===== src/hdl/bounded_length_max_subarray_sum_core_defines.svh =====
// Assertion shorthands for the bounded run-sum core.
`ifndef BOUNDED_LENGTH_MAX_SUBARRAY_SUM_CORE_DEFINES_SVH
`define BOUNDED_LENGTH_MAX_SUBARRAY_SUM_CORE_DEFINES_SVH

// same-cycle implication, clocked on clk, quiet in reset
`define BLMSS_ASSERT_IMP(label, ante, cons) \
  label: assert property (@(posedge clk) disable iff (rst) (ante) |-> (cons)) \
    else $error("blmss assertion failed");

// next-cycle implication
`define BLMSS_ASSERT_NEXT(label, ante, cons) \
  label: assert property (@(posedge clk) disable iff (rst) (ante) |=> (cons)) \
    else $error("blmss assertion failed");

`endif


===== src/hdl/blmss_pkg.sv =====
package blmss_pkg;

  localparam int LEN_W     = 17;
  localparam int CFG_IDX_W = 2;
  localparam int SAMPLE_W  = 32;
  localparam int SUM_W     = 48;
  localparam int PREFIX_W  = 64;
  localparam int COUNT_W   = 32;

  localparam logic [SUM_W-1:0] SUM_MAX = {1'b0, {(SUM_W-1){1'b1}}};
  localparam logic [SUM_W-1:0] SUM_MIN = {1'b1, {(SUM_W-1){1'b0}}};

  typedef enum logic [CFG_IDX_W-1:0] {
    REG_MIN_LEN = 2'd0,
    REG_MAX_LEN = 2'd1
  } cfg_reg_t;

  typedef enum logic [3:0] {
    S_INIT,
    S_IDLE,
    S_START,
    S_PUSHCHK,
    S_BACKCMP,
    S_HEADRD,
    S_HEADCMP,
    S_BEST,
    S_FINISH
  } state_t;

  typedef struct packed {
    logic accept;
    logic init_ring;
    logic latch_pnew;
    logic rd_back;
    logic drop_back;
    logic push;
    logic pop_head;
    logic latch_cand;
    logic update_best;
    logic emit;
    logic restart;
  } cmd_t;

  typedef struct packed {
    logic en;
    logic seen_ge_lo;
    logic dq_empty;
    logic push_ok;
    logic back_lt;
    logic head_old;
    logic head_last;
    logic last;
    logic out_free;
  } sts_t;

endpackage


===== src/hdl/blmss_ctrl.sv =====
`include "bounded_length_max_subarray_sum_core_defines.svh"

module blmss_ctrl (
  input  logic            clk,
  input  logic            rst,
  input  logic            in_valid,
  output logic            in_stall,
  input  blmss_pkg::sts_t sts,
  output blmss_pkg::cmd_t cmd
);
  import blmss_pkg::*;

  state_t state;
  state_t state_next;

  always_ff @(posedge clk) begin
    if (rst) begin
      state <= S_INIT;
    end else begin
      state <= state_next;
    end
  end

  always_comb begin
    state_next = state;
    cmd        = '0;
    in_stall   = 1'b1;
    unique case (state)
      S_INIT: begin
        cmd.init_ring = 1'b1;
        state_next    = S_IDLE;
      end
      S_IDLE: begin
        in_stall = 1'b0;
        if (in_valid) begin
          cmd.accept = 1'b1;
          state_next = S_START;
        end
      end
      S_START: begin
        cmd.rd_back = 1'b1;
        priority if (!sts.en) begin
          state_next = S_FINISH;
        end else if (sts.seen_ge_lo) begin
          state_next = S_PUSHCHK;
        end else begin
          state_next = S_HEADRD;
        end
      end
      S_PUSHCHK: begin
        cmd.latch_pnew = 1'b1;
        if (sts.push_ok) begin
          cmd.rd_back = 1'b1;
          state_next  = S_BACKCMP;
        end else begin
          state_next = S_HEADRD;
        end
      end
      S_BACKCMP: begin
        if (sts.dq_empty || sts.back_lt) begin
          cmd.push   = 1'b1;
          state_next = S_HEADRD;
        end else begin
          cmd.drop_back = 1'b1;
          cmd.rd_back   = 1'b1;
        end
      end
      S_HEADRD: begin
        state_next = sts.dq_empty ? S_FINISH : S_HEADCMP;
      end
      S_HEADCMP: begin
        if (sts.head_old) begin
          cmd.pop_head = 1'b1;
          if (sts.head_last) begin
            state_next = S_FINISH;
          end
        end else begin
          cmd.latch_cand = 1'b1;
          state_next     = S_BEST;
        end
      end
      S_BEST: begin
        cmd.update_best = 1'b1;
        state_next      = S_FINISH;
      end
      S_FINISH: begin
        priority if (!sts.last) begin
          state_next = S_IDLE;
        end else if (sts.out_free) begin
          cmd.emit    = 1'b1;
          cmd.restart = 1'b1;
          state_next  = S_IDLE;
        end
      end
      default: begin
        state_next = S_IDLE;
      end
    endcase
  end

  `BLMSS_ASSERT_NEXT(a_accept_starts, (in_valid && !in_stall), state == S_START)
  `BLMSS_ASSERT_IMP(a_emit_on_last, cmd.emit, sts.last && sts.out_free)
  `BLMSS_ASSERT_NEXT(a_emit_returns_idle, cmd.emit, state == S_IDLE)

endmodule


===== config.mk =====
export PLATFORM = sky130hd
export DESIGN_NAME = blmss_ctrl
export DESIGN_NICKNAME = d
export VERILOG_FILES = /design/src/hdl/blmss_pkg.sv /design/src/hdl/blmss_ctrl.sv
export VERILOG_INCLUDE_DIRS = /design/src /design/src/hdl
export SDC_FILE = /design/constraint.sdc
export NUM_CORES = 1
export LEC_CHECK = 0
export BUFFER_PORTS_ARGS = -buffer_cell sky130_fd_sc_hd__buf_2
export CAP_MARGIN = 40
export CORE_AREA = 3 3 40 42
export DETAILED_ROUTE_END_ITERATION = 8
export DIE_AREA = 0 0 43 45
export SYNTH_ARGS = -nofsm -noshare
export SYNTH_HDL_FRONTEND = slang
export SYNTH_SLANG_ARGS = --single-unit

===== constraint.sdc =====
create_clock -name clk -period 2.41 [get_ports clk]
set_input_delay 0.1205 -clock clk [delete_from_list [all_inputs] [get_ports clk]]
set_output_delay 0.1205 -clock clk [all_outputs]
set_load 0.05 [all_outputs]

== Word-level counts from Yosys, hierarchy flattened ==
Index checks and enable logic that the tools add are counted.
Operators by class
  reductions and logical operators: 3
  equality and inequality tests: 12
  multiplexer cells: 28
Operator list (count)
  $mux W4: 8
  $pmux W4 S8: 1
  $eq A4 B3 Y1 const B: 4
  $mux W2: 6
  $mux W1: 11
  $eq A4 B2 Y1 const B: 2
  $ne A3 B3 Y1 const B: 2
  $eq A4 B1 Y1 const B: 1
  $eq A4 B4 Y1 const B: 1
  $logic_not A4 Y1: 1
  $ne A2 B2 Y1 const B: 2
  $reduce_and A4 Y1: 1
  $mux W3: 1
  $pmux W1 S3: 1
  $logic_or A1 B1 Y1: 1
Storage, ports and cells
  bits of input ports: 12
  output and inout port bits: 12
  register bits: 4
  word-level logic and storage cells: 44

== Logic depth before layout (Yosys ltp) ==
Gate-level depths: netlist of the first run.
  word-level depth: 3
  depth in mapped cells: 6
  mapped depth without buffers: 4

== Worst setup path before layout of the first run ==
OpenSTA, ideal clock, no wires.
  path kind: register to output
  start point: reg state[1]
  end point: out cmd[1] (netlist bit)
  required time: 2.289 ns
  path buffers: 2
  slack: -0.133 ns
  cell stages (with the launch flop): 6
  arrival: 2.422 ns
  cell sequence: dfxtp_1 -> clkbuf_1 -> nor2_1 -> nand3_1 -> nor3b_1 -> buf_4
RTL lines
  from (decl): RTL line blmss_ctrl.sv:13  | state_t state;
  from (signal assigned): RTL line blmss_ctrl.sv:20  | state <= state_next;
  to (decl): RTL line blmss_ctrl.sv:9  | output blmss_pkg::cmd_t cmd

==> results_dict.tcl, run 1 <==
set metrics [dict create \
    die_boundary_height_um 45 \
    irDropWorstVdd_v 0.000203 \
    ctsResizeCount 0 \
    routabilityCongestion 0.732 \
    grt_pass1_vias 404 \
    final.fill_count 140 \
    async_reset_ff_share_pct 0 \
    drtAntennaViolNets 0 \
    holdCritPathClass "in -> reg" \
    number_of_flops_mapped_to_enable_cells_by_yosys 0 \
    post-route-min-period_ps 2120 \
    place.detailed.hpwl_um 894 \
    layout_worst_path_cycle_share_pct 88.0 \
    path_class "reg -> out" \
    tritoncts_num_sinks 4 \
    synthAdderAreaFrac_pct 0 \
    first_iter_violations 9 \
    cap_violations 0 \
    muxShareOfSynthArea_pct 0 \
    status "completed" \
    die_area_sq_um 1940 \
    setup_total_negative_slack_ps 0 \
    clkSlewWorstSetupHoldPaths_ps 40 \
    synth_fp_nets 77 \
    worst_hold_margin_ps 108 \
    pint_mw 0.150 \
    proportion_of_power_drawn_by_flip_flops_and_latches_pct 31.7 \
    initial_utilization_pct 35.2 \
    max_flop_register "state" \
    commonest_cells_after_routing_fill_and_taps_aside "23 x sky130_fd_sc_hd__buf_2, 8 x sky130_fd_sc_hd__nor2_1, 6 x sky130_fd_sc_hd__nand2_1, 4 x sky130_fd_sc_hd__inv_1, 4 x sky130_fd_sc_hd__dfxtp_1" \
    cell_count_after_synthesis 65 \
    area_delta_synth_final_pct 29.9 \
    worstPathMaxFanout 14 \
    total_power_draw_mw 0.226 \
    post_drt_wl_per_cell_um 11.5 \
    seq_area_frac_synth_pct 17.7 \
    cts-htree-levels 1 \
    cts_max_path_buffers 2 \
    layout-drive-gt1-share_pct 37.2 \
    dr.pass1.iters 4 \
    p_sw_mw 0.0762 \
    synth_compound_area_share_pct 24.9 \
    antenna_found_initial 0 \
    avgSynthCellArea_sq_um 6.95 \
    clock_power_share_pct 36.2 \
    report.final.setup_viol 0 \
    mostFrequentLayoutCell "sky130_fd_sc_hd__buf_2" \
    rows 13 \
    finalNetCount 100 \
    gr-usage-all-layers_pct 11.6 \
    postSynthRegisterBits 4 \
    max_slew.worst_pin.slew_ps 400 \
    power_switching_share_pct 33.7 \
    fp.dieW_um 43 \
    drc_errors 0 \
    synth_top_family_by_area "simple AND/OR/NAND/NOR gates" \
    timing.critical_path.required_ps 2290 \
    synth_cell_types 33 \
    via_per_inst 5.19 \
    ctsRootBufferMaster "sky130_fd_sc_hd__clkbuf_4" \
    maxSlewHeadroom_pct 72.7 \
    portBuffers 23 \
    finClkSkew_ps 3.13 \
    yosysWarningCount 0 \
    wire_length_of_the_first_global_routing_pass_um 1730 \
    cp.arrival_ps 2000 \
    report.final.slew_viol_count 0 \
    postRouteWirelength_um 1160 \
    top_regs "state: 4 flops" \
    combinationalPowerShare_pct 32.1 \
    synth_ff_type "sky130_fd_sc_hd__dfxtp_1" \
    core_area_sq_um 1280 \
    clock_tree_from_tritoncts "yes" \
    count_of_inserted_antenna_diode_cells 0 \
    max_clock_freq_mhz 472 \
    largest_net_degree_at_the_start_of_global_routing 20 \
    setup_repair_after_global_routing_missed_its_margin "no" \
    cts_setup_buffers 0 \
    mappedNetlistArea_sq_um 452 \
    cellLeakagePower_nw 0.282 \
    largest_reg_flops 4 \
    start_kind "flop" \
    num_io_pins 24 \
    synth_simple_gate_area_share_pct 46.5 \
    clk_latency_ps 230 \
    final_hold_viol_count 0 \
    power_density_nw_per_um2 386 \
    numCtsBuffers 3 \
    dr_total_vias 524 \
    holdBufCountCts 0 \
    worst_setup_path_end_kind "primary output" \
    synthXorXnorAreaFrac_pct 0 \
    grt-ovfl-total 0 \
]
[layer usage]
layer	vias up	track usage, %	part of all wire (%)
met5	-	0	0
met4	0	5.42	0
met3	0	1.20	5.4
met2	18	18.9	46
met1	228	15.3	49
li1	278	-	-
[layout make-up]
type | instances | area [sq um] | share of cell area (%)
tap | 15 | 18.8 | 3.20
sequential | 4 | 80.1 | 13.6
timing repair buffer | 24 | 123 | 20.9
multi-input combinational | 51 | 328 | 55.9
clock buffer | 3 | 22.5 | 3.84
inverter | 4 | 15.0 | 2.56
[power by group through the flow]
stage                     sequential (mW)  clock [mW]  combinational [mW]
after floorplan                    0.0707           0              0.0506
after global placement             0.0728           0              0.0720
after detailed placement           0.0727           0              0.0722
after CTS                          0.0717      0.0836              0.0727
after global routing               0.0720      0.0869              0.0778
final                              0.0718      0.0819              0.0726
[synth_stat cells (all sizes together) (3+ instances only)]
master | count | share of area [%]
clkbuf | 4 | 3.3
dfxtp | 4 | 18
inv | 4 | 3.3
nand3 | 3 | 3.3
nor2b | 3 | 4.2
nor2 | 8 | 6.6
nand2 | 6 | 5.0
[critical path, stage by stage (launching register included)]
cell,delay (ps)
sky130_fd_sc_hd__dfxtp_1,530
sky130_fd_sc_hd__or4b_4,510
sky130_fd_sc_hd__or3_4,360
sky130_fd_sc_hd__o31ai_1,70
sky130_fd_sc_hd__buf_2,290
[path summary, 6_finish.rpt]
path	slack (ps)	end	start	cells after the start
max	290	cmd[7]	state[2]	4
min	110	state[2]	rst	2
max reg2reg	530	state[3]	state[2]	4
min reg2reg	660	state[1]	state[1]	2
[stage by stage]
step | instances | utilization (%) | area, sq um | worst slack, ps
after floorplan | 65 | - | 457 | 49.6
after global placement | 98 | 43.9 | 564 | 548
after detailed placement | 98 | 43.9 | 564 | 532
after CTS | 101 | 45.7 | 587 | 292
after global routing | 101 | 45.7 | 587 | 197
final | 101 | 45.7 | 587 | 290
[cell families after synthesis]
logic type             Yosys count
AO/OA/AOI/OAI                   14
buffers and inverters           10
flip-flops                       4
AND/OR/NAND/NOR                 37
(Power assumes the default switching activity.)
==> inputs of run 2 (changes only) <==
--- a/config.mk
+++ b/config.mk
@@ -6,7 +6,7 @@
 export SDC_FILE = /design/constraint.sdc
 export NUM_CORES = 1
 export LEC_CHECK = 0
-export BUFFER_PORTS_ARGS = -buffer_cell sky130_fd_sc_hd__buf_2
+export BUFFER_PORTS_ARGS = -buffer_cell sky130_fd_sc_hd__buf_4
 export CAP_MARGIN = 40
 export CORE_AREA = 3 3 40 42
 export DETAILED_ROUTE_END_ITERATION = 8
==> run 2 against run 1 <==
  * Clock-buffer cell count is the same
  * Flip-flop and latch count unchanged
  * Global-route usage grew 1.6 points
  * Hold slack got worse by 20 ps
  * Via count up 2.5%
  * Routed wire length increased by 0.69%
  * Die area did not move
  * Register-to-register slack about the same
  * Core utilization grew 4.5 points
  * Critical path depth unchanged
  * Critical path type unchanged
  * Largest power group unchanged
==> results_dict.tcl, run 2 (synthesized netlist as in run 1, its figures left out) <==
set metrics [dict create \
    max_flop_register "state" \
    grt-ovfl-total 0 \
    die_boundary_height_um 45 \
    commonest_cells_after_routing_fill_and_taps_aside "24 x sky130_fd_sc_hd__buf_4, 8 x sky130_fd_sc_hd__nor2_1, 6 x sky130_fd_sc_hd__nand2_1, 4 x sky130_fd_sc_hd__inv_1, 4 x sky130_fd_sc_hd__dfxtp_1" \
    drc_errors 0 \
    area_delta_synth_final_pct 42.7 \
    cts_setup_buffers 0 \
    ctsRootBufferMaster "sky130_fd_sc_hd__clkbuf_4" \
    final_hold_viol_count 0 \
    finClkSkew_ps 5.16 \
    die_area_sq_um 1940 \
    cts-htree-levels 1 \
    start_kind "flop" \
    cp.arrival_ps 1960 \
    layout-drive-gt1-share_pct 37.2 \
    postRouteWirelength_um 1170 \
    antenna_found_initial 0 \
    worstPathMaxFanout 14 \
    numCtsBuffers 3 \
    setup_total_negative_slack_ps 0 \
    cellLeakagePower_nw 0.293 \
    clock_tree_from_tritoncts "yes" \
    routabilityCongestion 0.795 \
    cts_max_path_buffers 2 \
    total_power_draw_mw 0.236 \
    power_density_nw_per_um2 366 \
    max_slew.worst_pin.slew_ps 424 \
    drtAntennaViolNets 0 \
    finalNetCount 100 \
    layout_worst_path_cycle_share_pct 86.3 \
    clkSlewWorstSetupHoldPaths_ps 40 \
    portBuffers 23 \
    gr-usage-all-layers_pct 13.1 \
    total_instance_count_after_detailed_placement 98 \
    irDropWorstVdd_v 0.000183 \
    rows 13 \
    dr.pass1.iters 3 \
    maxSlewHeadroom_pct 71.0 \
    largest_reg_flops 4 \
    first_iter_violations 4 \
    max_clock_freq_mhz 481 \
    dr_total_vias 537 \
    setup_repair_after_global_routing_missed_its_margin "no" \
    count_of_inserted_antenna_diode_cells 0 \
    timing.critical_path.required_ps 2290 \
    fp.dieW_um 43 \
    worst_hold_margin_ps 87.7 \
    core_area_sq_um 1280 \
    via_per_inst 5.32 \
    ctsResizeCount 0 \
    place.detailed.hpwl_um 921 \
    num_io_pins 24 \
    holdBufCountCts 0 \
    path_class "reg -> out" \
    finish.utilization_pct 50.1 \
    top_regs "state: 4 flops" \
    wire_length_of_the_first_global_routing_pass_um 1990 \
    mostFrequentLayoutCell "sky130_fd_sc_hd__buf_4" \
    final.fill_count 139 \
    clk_latency_ps 230 \
    initial_utilization_pct 35.2 \
    holdCritPathClass "in -> reg" \
    post_drt_wl_per_cell_um 11.6 \
    report.final.slew_viol_count 0 \
    cap_violations 0 \
    post-route-min-period_ps 2080 \
    largest_net_degree_at_the_start_of_global_routing 20 \
    finish.cell_count_without_fillers 101 \
    worst_setup_path_end_kind "primary output" \
    report.final.setup_viol 0 \
    grt_pass1_vias 478 \
    tritoncts_num_sinks 4 \
    status "completed" \
]
-- run 2: cell counts in the layout (fill, tap and decap cells not counted) --
No cell type changed its count.
-- run 2: routing by layer --
metal | part of all wire [%] | global-route usage [%] | vias to the layer above
li1 | - | - | 279
met1 | 46 | 17.1 | 242
met2 | 48 | 22.5 | 16
met3 | 6.1 | 1.20 | 0
met4 | 0 | 5.42 | 0
met5 | 0 | 0 | -
-- run 2: per-stage QoR --
stage               setup slack, ps  area, sq um
floorplan                      49.6          457
detailed placement              511          622
finish                          331          644
CTS                             326          644
global route                    239          644
global placement                556          622
-- run 2: path summary, 6_finish.rpt --
check | startpoint | endpoint | slack (ps) | depth (start not counted)
hold reg to reg | state[1] | state[1] | 680 | 2
setup / recovery | state[2] | cmd[7] | 330 | 4
setup reg to reg | state[2] | state[3] | 520 | 4
hold / removal | rst | state[2] | 90 | 2
-- run 2: final cells by class --
type	count	area (sq um)	area share [%]
Clock buffer	3	22.5	3.50
Tap cell	15	18.8	2.91
Sequential cell	4	80.1	12.4
Multi-Input combinational cell	51	328	50.9
Inverter	4	15.0	2.33
Timing Repair Buffer	24	180	28.0
-- run 2: worst max-delay path: stages (launching register included) --
cell and delay (ps):
sky130_fd_sc_hd__dfxtp_1 540, sky130_fd_sc_hd__or4b_4 520, sky130_fd_sc_hd__or3_4 360, sky130_fd_sc_hd__o31ai_1 80
sky130_fd_sc_hd__buf_4 230
-- run 2: where the power goes --
group	switching (mW)	internal [mW]
Sequential	0.00324	0.0688
Clock	0.0271	0.0557
Combinational	0.0469	0.0338
Total	0.0772	0.158
